<file path="src/rtl/core/mstw_pkg.sv">
// Shared types and constants for the multi-slot task watchdog.
// Used by the front end, the command queue, the slot engine and the top level.
// No dependencies.
package mstw_pkg;

    // Number of watchdog slots in the table (1 to 32).
    localparam int SLOTS        = 8;
    localparam int SLOT_IW      = (SLOTS > 1) ? $clog2(SLOTS) : 1;
    // A handle is three bits wide, so registration can only claim slots 0..7.
    localparam int HANDLE_SLOTS = (SLOTS < 8) ? SLOTS : 8;
    localparam int MASK_W       = 8;
    localparam int FIRED_W      = 4;
    localparam int QUEUE_DEPTH  = 2;

    localparam int IN_TDATA_W   = 112;
    localparam int IN_TUSER_W   = 2;
    localparam int OUT_TDATA_W  = 16;

    // Item kinds as they arrive in tuser.
    localparam logic [1:0] MODE_REGISTER = 2'd0;
    localparam logic [1:0] MODE_KICK     = 2'd1;
    localparam logic [1:0] MODE_CHECK    = 2'd2;

    typedef enum logic [1:0] {
        OP_NONE,
        OP_REGISTER,
        OP_KICK,
        OP_CHECK
    } op_t;

    // A classified command as it travels from the front end to the engine.
    typedef struct packed {
        op_t                op;
        logic               kick_ok;
        logic [SLOT_IW-1:0] slot;
        logic [63:0]        now_ms;
        logic [31:0]        interval_ms;
        logic [7:0]         miss_limit;
        logic               has_recovery;
    } cmd_t;

    // Result item; the last member sits in the lowest bits.
    typedef struct packed {
        logic [MASK_W-1:0]  recovery_mask;
        logic [FIRED_W-1:0] fired_count;
        logic               handle_valid;
        logic [2:0]         handle;
    } result_t;

endpackage

</file>
<file path="src/rtl/core/mstw_front.sv">
// Front end of the watchdog: accepts input transactions and classifies them.
// Depends on mstw_pkg; feeds mstw_queue.
module mstw_front (
    input  logic                               s_axis_tvalid,
    output logic                               s_axis_tready,
    // Fields from bit 0 up: slot[2:0], now_ms[63:0], interval_ms[31:0],
    // miss_limit[7:0], has_recovery, four zero bits.
    input  logic [mstw_pkg::IN_TDATA_W-1:0]    s_axis_tdata,
    // Fields from bit 0 up: mode[1:0].
    input  logic [mstw_pkg::IN_TUSER_W-1:0]    s_axis_tuser,
    input  logic                               queue_full,
    output logic                               push,
    output mstw_pkg::cmd_t                     push_cmd
);

    logic [2:0] slot_field;

    assign slot_field    = s_axis_tdata[2:0];
    assign s_axis_tready = !queue_full;
    assign push          = s_axis_tvalid && !queue_full;

    always_comb
    begin
        push_cmd.slot         = mstw_pkg::SLOT_IW'(slot_field);
        push_cmd.kick_ok      = (32'(slot_field) < mstw_pkg::SLOTS);
        push_cmd.now_ms       = s_axis_tdata[66:3];
        push_cmd.interval_ms  = s_axis_tdata[98:67];
        push_cmd.miss_limit   = s_axis_tdata[106:99];
        push_cmd.has_recovery = s_axis_tdata[107];
        unique case (s_axis_tuser)
            mstw_pkg::MODE_REGISTER: push_cmd.op = mstw_pkg::OP_REGISTER;
            mstw_pkg::MODE_KICK:     push_cmd.op = mstw_pkg::OP_KICK;
            mstw_pkg::MODE_CHECK:    push_cmd.op = mstw_pkg::OP_CHECK;
            default:                 push_cmd.op = mstw_pkg::OP_NONE;
        endcase
    end

endmodule

</file>
<file path="src/rtl/core/mstw_queue.sv">
// Short command queue between the watchdog front end and the slot engine.
// Depends on mstw_pkg.
module mstw_queue (
    input  logic           clk,
    input  logic           rst_n,
    input  logic           push,
    input  mstw_pkg::cmd_t push_cmd,
    output logic           full,
    input  logic           pop,
    output logic           head_valid,
    output mstw_pkg::cmd_t head_cmd
);

    localparam int PTR_W = (mstw_pkg::QUEUE_DEPTH > 1) ? $clog2(mstw_pkg::QUEUE_DEPTH) : 1;
    localparam int CNT_W = $clog2(mstw_pkg::QUEUE_DEPTH + 1);

    mstw_pkg::cmd_t   entries [mstw_pkg::QUEUE_DEPTH];
    logic [PTR_W-1:0] wr_ptr_reg, wr_ptr_next;
    logic [PTR_W-1:0] rd_ptr_reg, rd_ptr_next;
    logic [CNT_W-1:0] count_reg, count_next;

    function automatic logic [PTR_W-1:0] ptr_inc(input logic [PTR_W-1:0] p);
        logic [PTR_W-1:0] r;
        if (p == PTR_W'(mstw_pkg::QUEUE_DEPTH - 1))
            r = '0;
        else
            r = p + PTR_W'(1);
        return r;
    endfunction

    assign full       = (count_reg == CNT_W'(mstw_pkg::QUEUE_DEPTH));
    assign head_valid = (count_reg != '0);
    assign head_cmd   = entries[rd_ptr_reg];

    always_comb
    begin
        wr_ptr_next = push ? ptr_inc(wr_ptr_reg) : wr_ptr_reg;
        rd_ptr_next = pop ? ptr_inc(rd_ptr_reg) : rd_ptr_reg;
        count_next  = count_reg;
        if (push && !pop)
            count_next = count_reg + CNT_W'(1);
        else if (pop && !push)
            count_next = count_reg - CNT_W'(1);
    end

    always_ff @(posedge clk or negedge rst_n)
    begin
        if (!rst_n)
        begin
            wr_ptr_reg <= '0;
            rd_ptr_reg <= '0;
            count_reg  <= '0;
        end
        else
        begin
            wr_ptr_reg <= wr_ptr_next;
            rd_ptr_reg <= rd_ptr_next;
            count_reg  <= count_next;
        end
    end

    always_ff @(posedge clk)
    begin
        if (push)
            entries[wr_ptr_reg] <= push_cmd;
    end

endmodule

</file>
<file path="src/rtl/core/mstw_engine.sv">
// Slot engine of the watchdog: holds the slot table, executes commands and
// registers the result. Depends on mstw_pkg; fed by mstw_queue.
module mstw_engine (
    input  logic                               clk,
    input  logic                               rst_n,
    input  logic                               head_valid,
    input  mstw_pkg::cmd_t                     head_cmd,
    output logic                               pop,
    output logic                               m_axis_tvalid,
    input  logic                               m_axis_tready,
    // Fields from bit 0 up: handle[2:0], handle_valid, fired_count[3:0],
    // recovery_mask[7:0].
    output logic [mstw_pkg::OUT_TDATA_W-1:0]   m_axis_tdata
);

    localparam int IW = mstw_pkg::SLOT_IW;

    typedef enum logic [1:0] {
        ST_IDLE,
        ST_SCAN,
        ST_FLUSH
    } state_t;

    state_t                               state_reg, state_next;
    logic [IW-1:0]                        scan_idx_reg, scan_idx_next;
    mstw_pkg::cmd_t                       cmd_reg, cmd_next;
    logic [mstw_pkg::FIRED_W-1:0]         fired_reg, fired_next;
    logic [mstw_pkg::MASK_W-1:0]          mask_reg, mask_next;
    logic                                 out_valid_reg, out_valid_next;
    mstw_pkg::result_t                    out_data_reg, out_data_next;
    logic [mstw_pkg::SLOTS-1:0]           used_reg, used_next;

    // Slot table payload; a slot's fields only matter while it is used.
    logic [31:0] timeout_mem  [mstw_pkg::SLOTS];
    logic [7:0]  limit_mem    [mstw_pkg::SLOTS];
    logic [7:0]  misses_mem   [mstw_pkg::SLOTS];
    logic [63:0] last_mem     [mstw_pkg::SLOTS];
    logic        recovery_mem [mstw_pkg::SLOTS];

    logic          we_cfg;
    logic          we_last;
    logic          we_miss;
    logic [IW-1:0] wr_idx;
    logic [63:0]   wr_last;
    logic [7:0]    wr_miss;

    logic          free_found;
    logic [IW-1:0] free_idx;
    logic          can_out;
    logic [63:0]   elapsed;
    logic          overdue;
    logic [7:0]    miss_inc;
    logic          fire;
    logic          last_slot;
    mstw_pkg::result_t res;

    // Lowest free slot that a handle can name.
    always_comb
    begin
        free_found = 1'b0;
        free_idx   = '0;
        for (int i = mstw_pkg::HANDLE_SLOTS - 1; i >= 0; i--)
        begin
            if (!used_reg[i])
            begin
                free_found = 1'b1;
                free_idx   = IW'(i);
            end
        end
    end

    assign can_out   = !out_valid_reg || m_axis_tready;
    assign elapsed   = cmd_reg.now_ms - last_mem[scan_idx_reg];
    assign overdue   = elapsed > {32'd0, timeout_mem[scan_idx_reg]};
    assign miss_inc  = misses_mem[scan_idx_reg] + 8'd1;
    assign fire      = miss_inc >= limit_mem[scan_idx_reg];
    assign last_slot = (scan_idx_reg == IW'(mstw_pkg::SLOTS - 1));

    always_comb
    begin
        state_next     = state_reg;
        scan_idx_next  = scan_idx_reg;
        cmd_next       = cmd_reg;
        fired_next     = fired_reg;
        mask_next      = mask_reg;
        used_next      = used_reg;
        out_valid_next = out_valid_reg && !m_axis_tready;
        out_data_next  = out_data_reg;
        pop            = 1'b0;
        we_cfg         = 1'b0;
        we_last        = 1'b0;
        we_miss        = 1'b0;
        wr_idx         = scan_idx_reg;
        wr_last        = cmd_reg.now_ms;
        wr_miss        = 8'd0;
        res            = '0;

        unique case (state_reg)
            ST_IDLE:
            begin
                if (head_valid && can_out)
                begin
                    pop = 1'b1;
                    unique case (head_cmd.op)
                        mstw_pkg::OP_REGISTER:
                        begin
                            res.handle_valid = free_found;
                            res.handle       = 3'(free_idx);
                            if (free_found)
                            begin
                                used_next[free_idx] = 1'b1;
                                we_cfg  = 1'b1;
                                we_last = 1'b1;
                                we_miss = 1'b1;
                                wr_idx  = free_idx;
                                wr_last = head_cmd.now_ms;
                            end
                            out_valid_next = 1'b1;
                            out_data_next  = res;
                        end
                        mstw_pkg::OP_KICK:
                        begin
                            if (head_cmd.kick_ok && used_reg[head_cmd.slot])
                            begin
                                we_last = 1'b1;
                                we_miss = 1'b1;
                                wr_idx  = head_cmd.slot;
                                wr_last = head_cmd.now_ms;
                            end
                            out_valid_next = 1'b1;
                            out_data_next  = res;
                        end
                        mstw_pkg::OP_CHECK:
                        begin
                            cmd_next      = head_cmd;
                            scan_idx_next = '0;
                            fired_next    = '0;
                            mask_next     = '0;
                            state_next    = ST_SCAN;
                        end
                        default:
                        begin
                            out_valid_next = 1'b1;
                            out_data_next  = res;
                        end
                    endcase
                end
            end
            ST_SCAN:
            begin
                if (used_reg[scan_idx_reg] && overdue)
                begin
                    we_miss = 1'b1;
                    if (fire)
                    begin
                        we_last = 1'b1;
                        if (fired_reg != '1)
                            fired_next = fired_reg + mstw_pkg::FIRED_W'(1);
                        if (recovery_mem[scan_idx_reg] &&
                            (32'(scan_idx_reg) < mstw_pkg::MASK_W))
                            mask_next = mask_reg |
                                        (mstw_pkg::MASK_W'(1) << scan_idx_reg);
                    end
                    else
                    begin
                        wr_miss = miss_inc;
                    end
                end
                if (last_slot)
                    state_next = ST_FLUSH;
                else
                    scan_idx_next = scan_idx_reg + IW'(1);
            end
            ST_FLUSH:
            begin
                if (can_out)
                begin
                    res.fired_count   = fired_reg;
                    res.recovery_mask = mask_reg;
                    out_valid_next    = 1'b1;
                    out_data_next     = res;
                    state_next        = ST_IDLE;
                end
            end
            default:
            begin
                state_next = ST_IDLE;
            end
        endcase
    end

    always_ff @(posedge clk or negedge rst_n)
    begin
        if (!rst_n)
        begin
            state_reg     <= ST_IDLE;
            scan_idx_reg  <= '0;
            fired_reg     <= '0;
            mask_reg      <= '0;
            used_reg      <= '0;
            out_valid_reg <= 1'b0;
            out_data_reg  <= '0;
        end
        else
        begin
            state_reg     <= state_next;
            scan_idx_reg  <= scan_idx_next;
            fired_reg     <= fired_next;
            mask_reg      <= mask_next;
            used_reg      <= used_next;
            out_valid_reg <= out_valid_next;
            out_data_reg  <= out_data_next;
        end
    end

    always_ff @(posedge clk)
    begin
        cmd_reg <= cmd_next;
        if (we_cfg)
        begin
            timeout_mem[wr_idx]  <= head_cmd.interval_ms;
            limit_mem[wr_idx]    <= head_cmd.miss_limit;
            recovery_mem[wr_idx] <= head_cmd.has_recovery;
        end
        if (we_last)
            last_mem[wr_idx] <= wr_last;
        if (we_miss)
            misses_mem[wr_idx] <= wr_miss;
    end

    assign m_axis_tvalid = out_valid_reg;
    assign m_axis_tdata  = out_data_reg;

    // Only slots that fired can appear in the recovery mask.
    a_mask_within_fired: assert property (@(posedge clk) disable iff (!rst_n)
        out_valid_reg |-> ($countones(out_data_reg.recovery_mask) <=
                           int'(out_data_reg.fired_count)))
        else $error("recovery mask reports more slots than fired");

    // A registration result never carries check information.
    a_register_no_fire: assert property (@(posedge clk) disable iff (!rst_n)
        (out_valid_reg && out_data_reg.handle_valid) |->
        (out_data_reg.fired_count == '0 && out_data_reg.recovery_mask == '0))
        else $error("registration result carries fire information");

    // A scan finishes through the flush state, never straight to idle.
    a_scan_flow: assert property (@(posedge clk) disable iff (!rst_n)
        (state_reg == ST_SCAN) |=> (state_reg == ST_SCAN || state_reg == ST_FLUSH))
        else $error("scan left without flushing its result");

    // No command is taken while the engine is busy with a scan.
    a_pop_idle: assert property (@(posedge clk) disable iff (!rst_n)
        (state_reg != ST_IDLE) |-> !pop)
        else $error("command popped while engine busy");

endmodule

</file>
<file path="src/rtl/core/multi_slot_task_watchdog_core.sv">
// Multi-slot task watchdog: register, kick and check over a table of slots.
// Register, kick and unknown items pass the queue; the engine executes each one
// and registers its result. A check registers its result after its scan.
// Throughput: one register or kick per cycle while results are taken; a check
// holds the engine for its scan, visiting one slot per cycle with one subtractor.
// Reset (rst_n low, asynchronous) empties the slot table and queue at once.
module multi_slot_task_watchdog_core (
    input  logic                               clk,
    input  logic                               rst_n,
    input  logic                               s_axis_tvalid,
    output logic                               s_axis_tready,
    // Fields from bit 0 up: slot[2:0], now_ms[63:0], interval_ms[31:0],
    // miss_limit[7:0], has_recovery, four zero bits.
    input  logic [mstw_pkg::IN_TDATA_W-1:0]    s_axis_tdata,
    // Fields from bit 0 up: mode[1:0].
    input  logic [mstw_pkg::IN_TUSER_W-1:0]    s_axis_tuser,
    output logic                               m_axis_tvalid,
    input  logic                               m_axis_tready,
    // Fields from bit 0 up: handle[2:0], handle_valid, fired_count[3:0],
    // recovery_mask[7:0].
    output logic [mstw_pkg::OUT_TDATA_W-1:0]   m_axis_tdata
);

    // The front end decodes each transaction into a command and pushes it into
    // a short queue. The engine pops commands, executes them against the slot
    // table and parks each result in an output register, so the input side
    // can accept until the queue fills while a result waits for the downstream side.

    logic           push;
    mstw_pkg::cmd_t push_cmd;
    logic           queue_full;
    logic           pop;
    logic           head_valid;
    mstw_pkg::cmd_t head_cmd;

    mstw_front u_front (
        .s_axis_tvalid (s_axis_tvalid),
        .s_axis_tready (s_axis_tready),
        .s_axis_tdata  (s_axis_tdata),
        .s_axis_tuser  (s_axis_tuser),
        .queue_full    (queue_full),
        .push          (push),
        .push_cmd      (push_cmd)
    );

    mstw_queue u_queue (
        .clk        (clk),
        .rst_n      (rst_n),
        .push       (push),
        .push_cmd   (push_cmd),
        .full       (queue_full),
        .pop        (pop),
        .head_valid (head_valid),
        .head_cmd   (head_cmd)
    );

    // The engine visits one slot per cycle during a check; registration finds
    // the lowest free slot from the used bits with combinational logic.
    mstw_engine u_engine (
        .clk           (clk),
        .rst_n         (rst_n),
        .head_valid    (head_valid),
        .head_cmd      (head_cmd),
        .pop           (pop),
        .m_axis_tvalid (m_axis_tvalid),
        .m_axis_tready (m_axis_tready),
        .m_axis_tdata  (m_axis_tdata)
    );

endmodule

</file>
<file path="config.mk">
export PLATFORM = sky130hd
export DESIGN_NAME = multi_slot_task_watchdog_core
export DESIGN_NICKNAME = d
export VERILOG_FILES = /design/src/rtl/core/mstw_pkg.sv /design/src/rtl/core/mstw_front.sv /design/src/rtl/core/mstw_queue.sv /design/src/rtl/core/mstw_engine.sv /design/src/rtl/core/multi_slot_task_watchdog_core.sv
export SDC_FILE = /design/constraint.sdc
export NUM_CORES = 1
export LEC_CHECK = 0
export BUFFER_PORTS_ARGS = -buffer_cell sky130_fd_sc_hd__buf_2
export CAP_MARGIN = 40
export CORE_MARGIN = 2
export CORE_UTILIZATION = 31
export DETAILED_ROUTE_END_ITERATION = 7
export GPL_TIMING_DRIVEN = 0
export PLACE_DENSITY = 0.49
export SKIP_LAST_GASP = 1
export SLEW_MARGIN = 0
export SYNTH_ARGS = -nofsm -noshare
export SYNTH_HDL_FRONTEND = slang
export SYNTH_SLANG_ARGS = --single-unit
</file>
<file path="constraint.sdc">
create_clock -name clk -period 9.2 [get_ports clk]
set_input_delay 2.76 -clock clk [delete_from_list [all_inputs] [get_ports clk]]
set_output_delay 2.76 -clock clk [all_outputs]
set_load 0.01 [all_outputs]
</file>
==> flow_metrics.env, run 1 <==
export IMPL_yosysWarningCount=0
export IMPL_dr_pass1_iters=5
export IMPL_p_leak_nw=21.2
export IMPL_die_area_um2=172000
export IMPL_grt_overflow_total=0
export IMPL_wire_per_inst_um=25.0
export IMPL_syn_nets=3193
export IMPL_synth_area_per_cell_um2=17.7
export IMPL_portBuffers=131
export IMPL_syn_to_final_growth_pct=19.6
export IMPL_setup_viol=0
export IMPL_grt_max_degree=54
export IMPL_dp_cells=5406
export IMPL_clock_latency_ns=0.79
export IMPL_cp_max_fo=20
export IMPL_synth_edff_count=1188
export IMPL_min_period_over_period_pct=96.6
export IMPL_cp_data_arrival_time_ns=9.42
export IMPL_synth_distinct_cells=78
export IMPL_cellPowerDensity_nw_per_um2=391
export IMPL_core_um2=167000
export IMPL_largest_register_ffs=512
export IMPL_clkSlewWorstSetupHoldPaths_ns=0.06
export IMPL_finalNetCount=3590
export IMPL_finalMaxSlewViolations=0
export IMPL_max_slew_margin_pct=41.0
export IMPL_tightest_slew_ns=0.879
export IMPL_syn_area_um2=52200
export IMPL_critPathMaxStageDelay_ns=0.61
export IMPL_grt_pass1_vias=29600
export IMPL_crit_type="flop to flop"
export IMPL_layoutNonFillerInstCount=5664
export IMPL_vdd_drop_max_mv=0.224
export IMPL_cts_tree="done"
export IMPL_finalWirelength_um=142000
export IMPL_cts_hold_fix_buffers=0
export IMPL_start_util_pct=31.2
export IMPL_regMostFlops="u_engine.last_mem"
export IMPL_cts_buffers=137
export IMPL_hold_path_class="flop to flop"
export IMPL_htree_levels=4
export IMPL_gp_congestion=0.897
export IMPL_ant_nets=0
export IMPL_tns_ns=0
export IMPL_drt_iter0_markers=2268
export IMPL_clock_root_buffer="clkbuf_16"
export IMPL_grt_pass1_wl_um=208000
export IMPL_ys_seq_area_share_pct=70.5
export IMPL_fin_crit_ns=8.89
export IMPL_pin_count=136
export IMPL_drive_gt1_share_pct=25.3
export IMPL_netlist_instances=2955
export IMPL_top_regs="u_engine.last_mem (512), u_engine.timeout_mem (256), u_queue.entries (220)"
export IMPL_synthArstFlopShare_pct=3.73
export IMPL_finClkSkew_ns=0.0392
export IMPL_gr_usage_all_layers_pct=16.5
export IMPL_drcViolationCount=0
export IMPL_status="finished, final reports clean"
export IMPL_fp_row_count=150
export IMPL_cts_buffer_depth=3
export IMPL_hpwl_um=102000
export IMPL_die_x_um=414
export IMPL_vias=28600
export IMPL_antenna_found_initial=1
export IMPL_synth_seq_cells=1234
export IMPL_cpMaxStageDelayCell="or4b_1"
export IMPL_max_freq_mhz=113
export IMPL_cp_required_ns=9.73
export IMPL_cap_violations=0
export IMPL_hold_violations=0
export IMPL_cts_sinks=1234
export IMPL_startpoint_type="flop"
export IMPL_synth_flop_cell="edfxtp_1"
export IMPL_crit_path_end_kind="flop"
export IMPL_fp_dieH_um=414
export IMPL_via_per_inst=5.04
## path summary, 6_finish.rpt
path / end / startpoint / slack (ns) / cells after the start
max reg2reg: u_engine.last_mem[2][22]$_DFFE_PP_ / u_engine.scan_idx_reg[1]$_DFFE_PN0P_ / 0.31 / 32
max in group asynchronous: u_engine.state_reg[0]$_DFFE_PN0P_ / rst_n / 6.79 / 2
min: u_engine.m_axis_tdata[0]$_DFFE_PN0P_ / u_engine.m_axis_tdata[0]$_DFFE_PN0P_ / 0.47 / 2
min reg2reg: u_engine.m_axis_tdata[0]$_DFFE_PN0P_ / u_engine.m_axis_tdata[0]$_DFFE_PN0P_ / 0.47 / 2
max: u_engine.last_mem[2][22]$_DFFE_PP_ / u_engine.scan_idx_reg[1]$_DFFE_PN0P_ / 0.31 / 32
min in group asynchronous: u_engine.m_axis_tdata[0]$_DFFE_PN0P_ / rst_n / 1.92 / 1
## Yosys cell counts, drive strengths merged (8+ instances only)
cell type	n	area, µm²
nor2	110	413
nor3	27	135
a211oi	12	95.1
nor4	9	56.3
ha	119	1490
nand4	48	313
dfrtp	46	1150
a21oi	119	618
o21ai	97	485
xor2	22	193
mux2i	115	1150
o211ai	16	120
or3	11	68.8
nand3	43	215
a31oi	12	75.1
nand2b	12	75.1
clkbuf	85	322
mux2	107	1200
nand2	171	642
mux4	230	5180
o31ai	8	60.1
and3	17	111
a22o	78	683
o22ai	8	56.3
nor2b	11	68.8
buf	51	230
edfxtp	1188	35700
xnor2	33	289
o21a	10	75.1
o21bai	8	60.1
inv	41	154
a21o	19	143
## placed cells by master (no fill, tap or decap), types with 23 or more instances in the layout
cell / n
nand3_1: 43
nand4_1: 46
ha_1: 119
edfxtp_1: 1188
buf_8: 26
nor3_1: 27
buf_16: 25
buf_2: 154
nand2_1: 171
mux2_2: 107
clkbuf_16: 139
nor2_1: 92
mux2i_1: 113
xnor2_1: 33
buf_4: 24
a22o_1: 78
clkinv_1: 31
buf_6: 28
dfrtp_1: 45
clkbuf_1: 101
a21oi_1: 113
mux4_2: 230
inv_1: 39
buf_12: 32
o21ai_0: 78
buf_1: 23
## critical path, delay by kind of cell (launching register included)
family          cells  cell delay, ns
compound gates     10            2.52
xor+xnor            1            0.21
fa+ha+maj           3            0.69
buf+inv             8            1.92
flops               1            0.48
mux                 1            0.36
simple gates        9            2.36
## power by group
group / leakage (nW) / total, mW / internal (mW) / switching [mW]
combinational: 7.71 / 11.0 / 4.17 / 6.85
sequential: 11.4 / 8.10 / 7.85 / 0.252
clock: 2.10 / 5.29 / 3.01 / 2.28
## metal layers
layer  GRT usage, %  vias up  part of all wire [%]
li1               -    12800                     -
met1           22.1    14900                    44
met2           28.0      675                    50
met3           2.54      157                   4.2
met4           4.31        0                   2.0
met5              0        -                     0
## final cells by class
cell class	instances	area, µm²
Clock buffer	178	3650
Timing Repair Buffer	259	2810
Fill cell	15400	105000
Clock inverter	68	702
Inverter	41	156
Antenna cell	1	2.50
Multi-Input combinational cell	1544	14900
Sequential cell	1234	36800
Tap cell	2204	2760
Buffer	135	619
## repair_timing
action | CTS | global route
buffers inserted | 5 | 6
pin swaps | 3 | 4
gates cloned | 0 | 0
setup endpoints to repair | 652 | 451
resized for setup | 43 | 19
## logic make-up (layout without fill, tap and decap cells)
family,Yosys count,in the layout,synth area share (%)
DFF,1234,1234,70.5
and+or+nand+nor,489,489,4.46
muxes,452,452,14.4
AOI/OAI and AO/OA,428,428,5.42
buffers and inverters,177,681,1.35
adders and majority gates,120,120,2.89
xor gates and xnor gates,55,55,0.923
other,0,1,0
## metrics by stage
| stage | area (µm²) | hold WS (ns) | utilization, % | setup WS (ns) | power [mW] |
|---|---|---|---|---|---|
| global route | 62400 | 0.491 | 37.3 | -0.0643 | 25.9 |
| floorplan | 52200 | 0.449 | - | -0.547 | 15.0 |
| detailed placement | 57800 | 0.464 | 34.6 | -2.20 | 19.2 |
| global placement | 55600 | 0.465 | 33.3 | -8.16 | 18.8 |
| finish | 62400 | 0.469 | 37.3 | 0.314 | 24.4 |
| CTS | 62300 | 0.470 | 37.3 | 0.000822 | 24.7 |
Note: power is estimated with default switching activity, not from simulation.
==> inputs of run 2 (changes only) <==
--- a/config.mk
+++ b/config.mk
@@ -16,4 +16,5 @@
 export SLEW_MARGIN = 0
 export SYNTH_ARGS = -nofsm -noshare
 export SYNTH_HDL_FRONTEND = slang
+export SYNTH_HIERARCHICAL = 1
 export SYNTH_SLANG_ARGS = --single-unit
==> run 2 against run 1 <==
  * Critical path depth up 4
  * Utilization down 0.27 points
  * Die area rose by 1.6%
  * Via count down 0.87%
  * Combinational power barely moved
  * Critical path type unchanged
==> flow_metrics.env, run 2 <==
export IMPL_status="finished, final reports clean"
export IMPL_grt_pass1_vias=29200
export IMPL_netlist_top_cell_by_area="edfxtp_1"
export IMPL_synth_common_cells="1190 x edfxtp_1, 230 x mux4_2, 144 x nand2_1"
export IMPL_clock_latency_ns=0.78
export IMPL_cp_required_ns=9.67
export IMPL_cpMaxStageDelayCell="a31oi_1"
export IMPL_clkSlewWorstSetupHoldPaths_ns=0.06
export IMPL_vias=28300
export IMPL_power_frac_clock_pct=21.5
export IMPL_vdd_drop_max_mv=0.182
export IMPL_antenna_found_initial=3
export IMPL_gp_congestion=0.913
export IMPL_grt_max_degree=53
export IMPL_via_per_inst=5.01
export IMPL_max_freq_mhz=114
export IMPL_tns_ns=0
export IMPL_synth_seq_cells=1236
export IMPL_tightest_slew_ns=0.927
export IMPL_crit_type="flop to flop"
export IMPL_fp_dieH_um=418
export IMPL_synth_area_per_cell_um2=17.7
export IMPL_regMostFlops="u_engine/last_mem"
export IMPL_gr_usage_all_layers_pct=16.3
export IMPL_yosysMostFrequentCell="edfxtp_1"
export IMPL_cp_data_arrival_time_ns=9.23
export IMPL_clock_root_buffer="clkbuf_16"
export IMPL_top_regs="u_engine/last_mem (512), u_engine/timeout_mem (256), u_queue/entries (222)"
export IMPL_grt_pass1_wl_um=207000
export IMPL_fp_row_count=151
export IMPL_ys_top_cells_by_area="edfxtp_1 67%, mux4_2 9.8%, ha_1 2.8%, mux2_2 2.4%, dfrtp_1 2.2%"
export IMPL_finalMaxSlewViolations=0
export IMPL_die_x_um=418
export IMPL_ys_seq_area_share_pct=69.5
export IMPL_portBuffers=23
export IMPL_largest_register_ffs=512
export IMPL_power_net_switching_mw=9.26
export IMPL_final_common_cell="edfxtp_1"
export IMPL_synth_distinct_cells=83
export IMPL_place_area_um2=58300
export IMPL_critPathMaxStageDelay_ns=0.52
export IMPL_seqPwrFrac_pct=33.1
export IMPL_syn_area_um2=53100
export IMPL_htree_levels=4
export IMPL_netlist_instances=3006
export IMPL_p_int_mw=14.8
export IMPL_finalNetCount=3559
export IMPL_final_util_pct=37.1
export IMPL_synth_edff_count=1190
export IMPL_most_common_layout_cells="1190 x edfxtp_1, 230 x mux4_2, 144 x nand2_1"
export IMPL_p_leak_nw=21.6
export IMPL_drt_iter0_markers=2368
export IMPL_max_slew_margin_pct=36.6
export IMPL_dp_cells=5381
export IMPL_fin_area_um2=62900
export IMPL_crit_path_end_kind="flop"
export IMPL_syn_to_final_growth_pct=18.5
export IMPL_grt_overflow_total=0
export IMPL_setup_slack_ns=0.442
export IMPL_cts_buffers=137
export IMPL_fin_crit_ns=8.76
export IMPL_dr_pass1_iters=5
export IMPL_wire_per_inst_um=25.0
export IMPL_cp_max_fo=18
export IMPL_syn_nets=3245
export IMPL_cap_violations=0
export IMPL_synth_top_area_share_pct=67.3
export IMPL_switching_share_pct=38.4
export IMPL_pwr_share_comb_pct=45.4
export IMPL_pin_count=136
export IMPL_cpMostUsedCell="buf_8"
export IMPL_die_area_um2=175000
export IMPL_place_ws_ns=-1.77
export IMPL_core_um2=170000
export IMPL_yosysWarningCount=6
export IMPL_cellPowerDensity_nw_per_um2=383
export IMPL_drcViolationCount=0
export IMPL_hpwl_um=102000
export IMPL_synth_flop_cell="edfxtp_1"
export IMPL_synthArstFlopShare_pct=3.72
export IMPL_hold_path_class="flop to flop"
export IMPL_fillCellCount=15700
export IMPL_ant_nets=0
export IMPL_hold_ws_ns=0.472
export IMPL_layoutNonFillerInstCount=5646
export IMPL_min_period_over_period_pct=95.2
export IMPL_drive_gt1_share_pct=26.6
export IMPL_start_util_pct=31.3
export IMPL_finalWirelength_um=141000
export IMPL_power_mw=24.1
export IMPL_hold_violations=0
export IMPL_finClkSkew_ns=0.0509
export IMPL_setup_viol=0
export IMPL_cts_buffer_depth=3
export IMPL_cts_tree="done"
export IMPL_cts_sinks=1236
export IMPL_startpoint_type="flop"
## run 2: cell count changes after synthesis, moves of 7 or more
cell,previous run,this run
buf_6,0,10
o21ai_0,85,73
nand4_1,46,39
buf_4,4,111
nand3_1,43,23
clkbuf_1,83,74
nand2_1,171,144
a21o_1,19,36
o21a_1,10,22
## run 2: worst paths after layout
check | endpoint | start | cells past startpoint | slack, ns
worst max-delay path | u_engine/last_mem[7][16]$_DFFE_PP_ | u_engine/scan_idx_reg[0]$_DFFE_PN0P_ | 36 | 0.44
worst min-delay path | u_queue/count_reg[1]$_DFFE_PN0P_ | u_queue/count_reg[1]$_DFFE_PN0P_ | 1 | 0.47
worst max register to register | u_engine/last_mem[7][16]$_DFFE_PP_ | u_engine/scan_idx_reg[0]$_DFFE_PN0P_ | 36 | 0.44
worst min register to register | u_queue/count_reg[1]$_DFFE_PN0P_ | u_queue/count_reg[1]$_DFFE_PN0P_ | 1 | 0.47
max in group asynchronous | u_engine/mask_reg[7]$_DFFE_PN0P_ | rst_n | 2 | 6.67
min in group asynchronous | u_engine/m_axis_tdata[1]$_DFFE_PN0P_ | rst_n | 1 | 2.00
## run 2: cell families after synthesis
family                     after synthesis  synth area share (%)
adders and majority gates              121                  2.87
and+or+nand+nor                        421                  3.75
muxes                                  456                  14.3
DFF                                   1236                  69.5
other                                    1               0.00706
buffers and inverters                  271                  2.87
AOI/OAI and AO/OA                      445                  5.82
xor gates and xnor gates                55                 0.907
## run 2: power groups by stage
stage	Combinational, mW	Sequential, mW	Clock, mW
finish	10.9	7.97	5.18
CTS	11.0	7.97	5.33
detailed placement	10.8	8.09	0
global placement	10.2	8.26	0
floorplan	6.87	8.08	0
global route	12.0	8.05	5.56
## run 2: final cells by class
type                            count  area, µm²  share of cell area (%)
Antenna cell                        1       2.50                 0.00398
Buffer                            231       1430                    2.27
Clock buffer                      170       3580                    5.70
Clock inverter                     76        691                    1.10
Inverter                           37        144                   0.229
Multi-Input combinational cell   1499      14900                    23.7
Sequential cell                  1236      36900                    58.7
Tap cell                         2218       2780                    4.41
Timing Repair Buffer              178       2470                    3.93
## run 2: worst max-delay path: cells and delay by family, from the launching register on
| family | cells | cell delay [ns] |
|---|---|---|
| simple gates | 6 | 1.15 |
| xor+xnor | 1 | 0.24 |
| fa+ha+maj | 2 | 0.54 |
| mux | 2 | 0.73 |
| flops | 1 | 0.38 |
| buf+inv | 12 | 2.48 |
| compound gates | 13 | 2.85 |
## run 2: per-layer routing
| metal | track usage, % | vias to the layer above | part of all wire, % |
|---|---|---|---|
| met4 | 4.50 | 0 | 2.3 |
| li1 | - | 12700 | - |
| met2 | 26.0 | 757 | 47 |
| met1 | 22.8 | 14700 | 46 |
| met3 | 2.83 | 172 | 5.0 |
| met5 | 0 | - | 0 |
## run 2: repair_timing
item	4_1_cts	5_1_grt
cloned	0	0
resized for setup	26	25
setup buffers	17	4
endpoints found under the setup margin	652	534
pin swaps	8	3
hold buffers	0	0
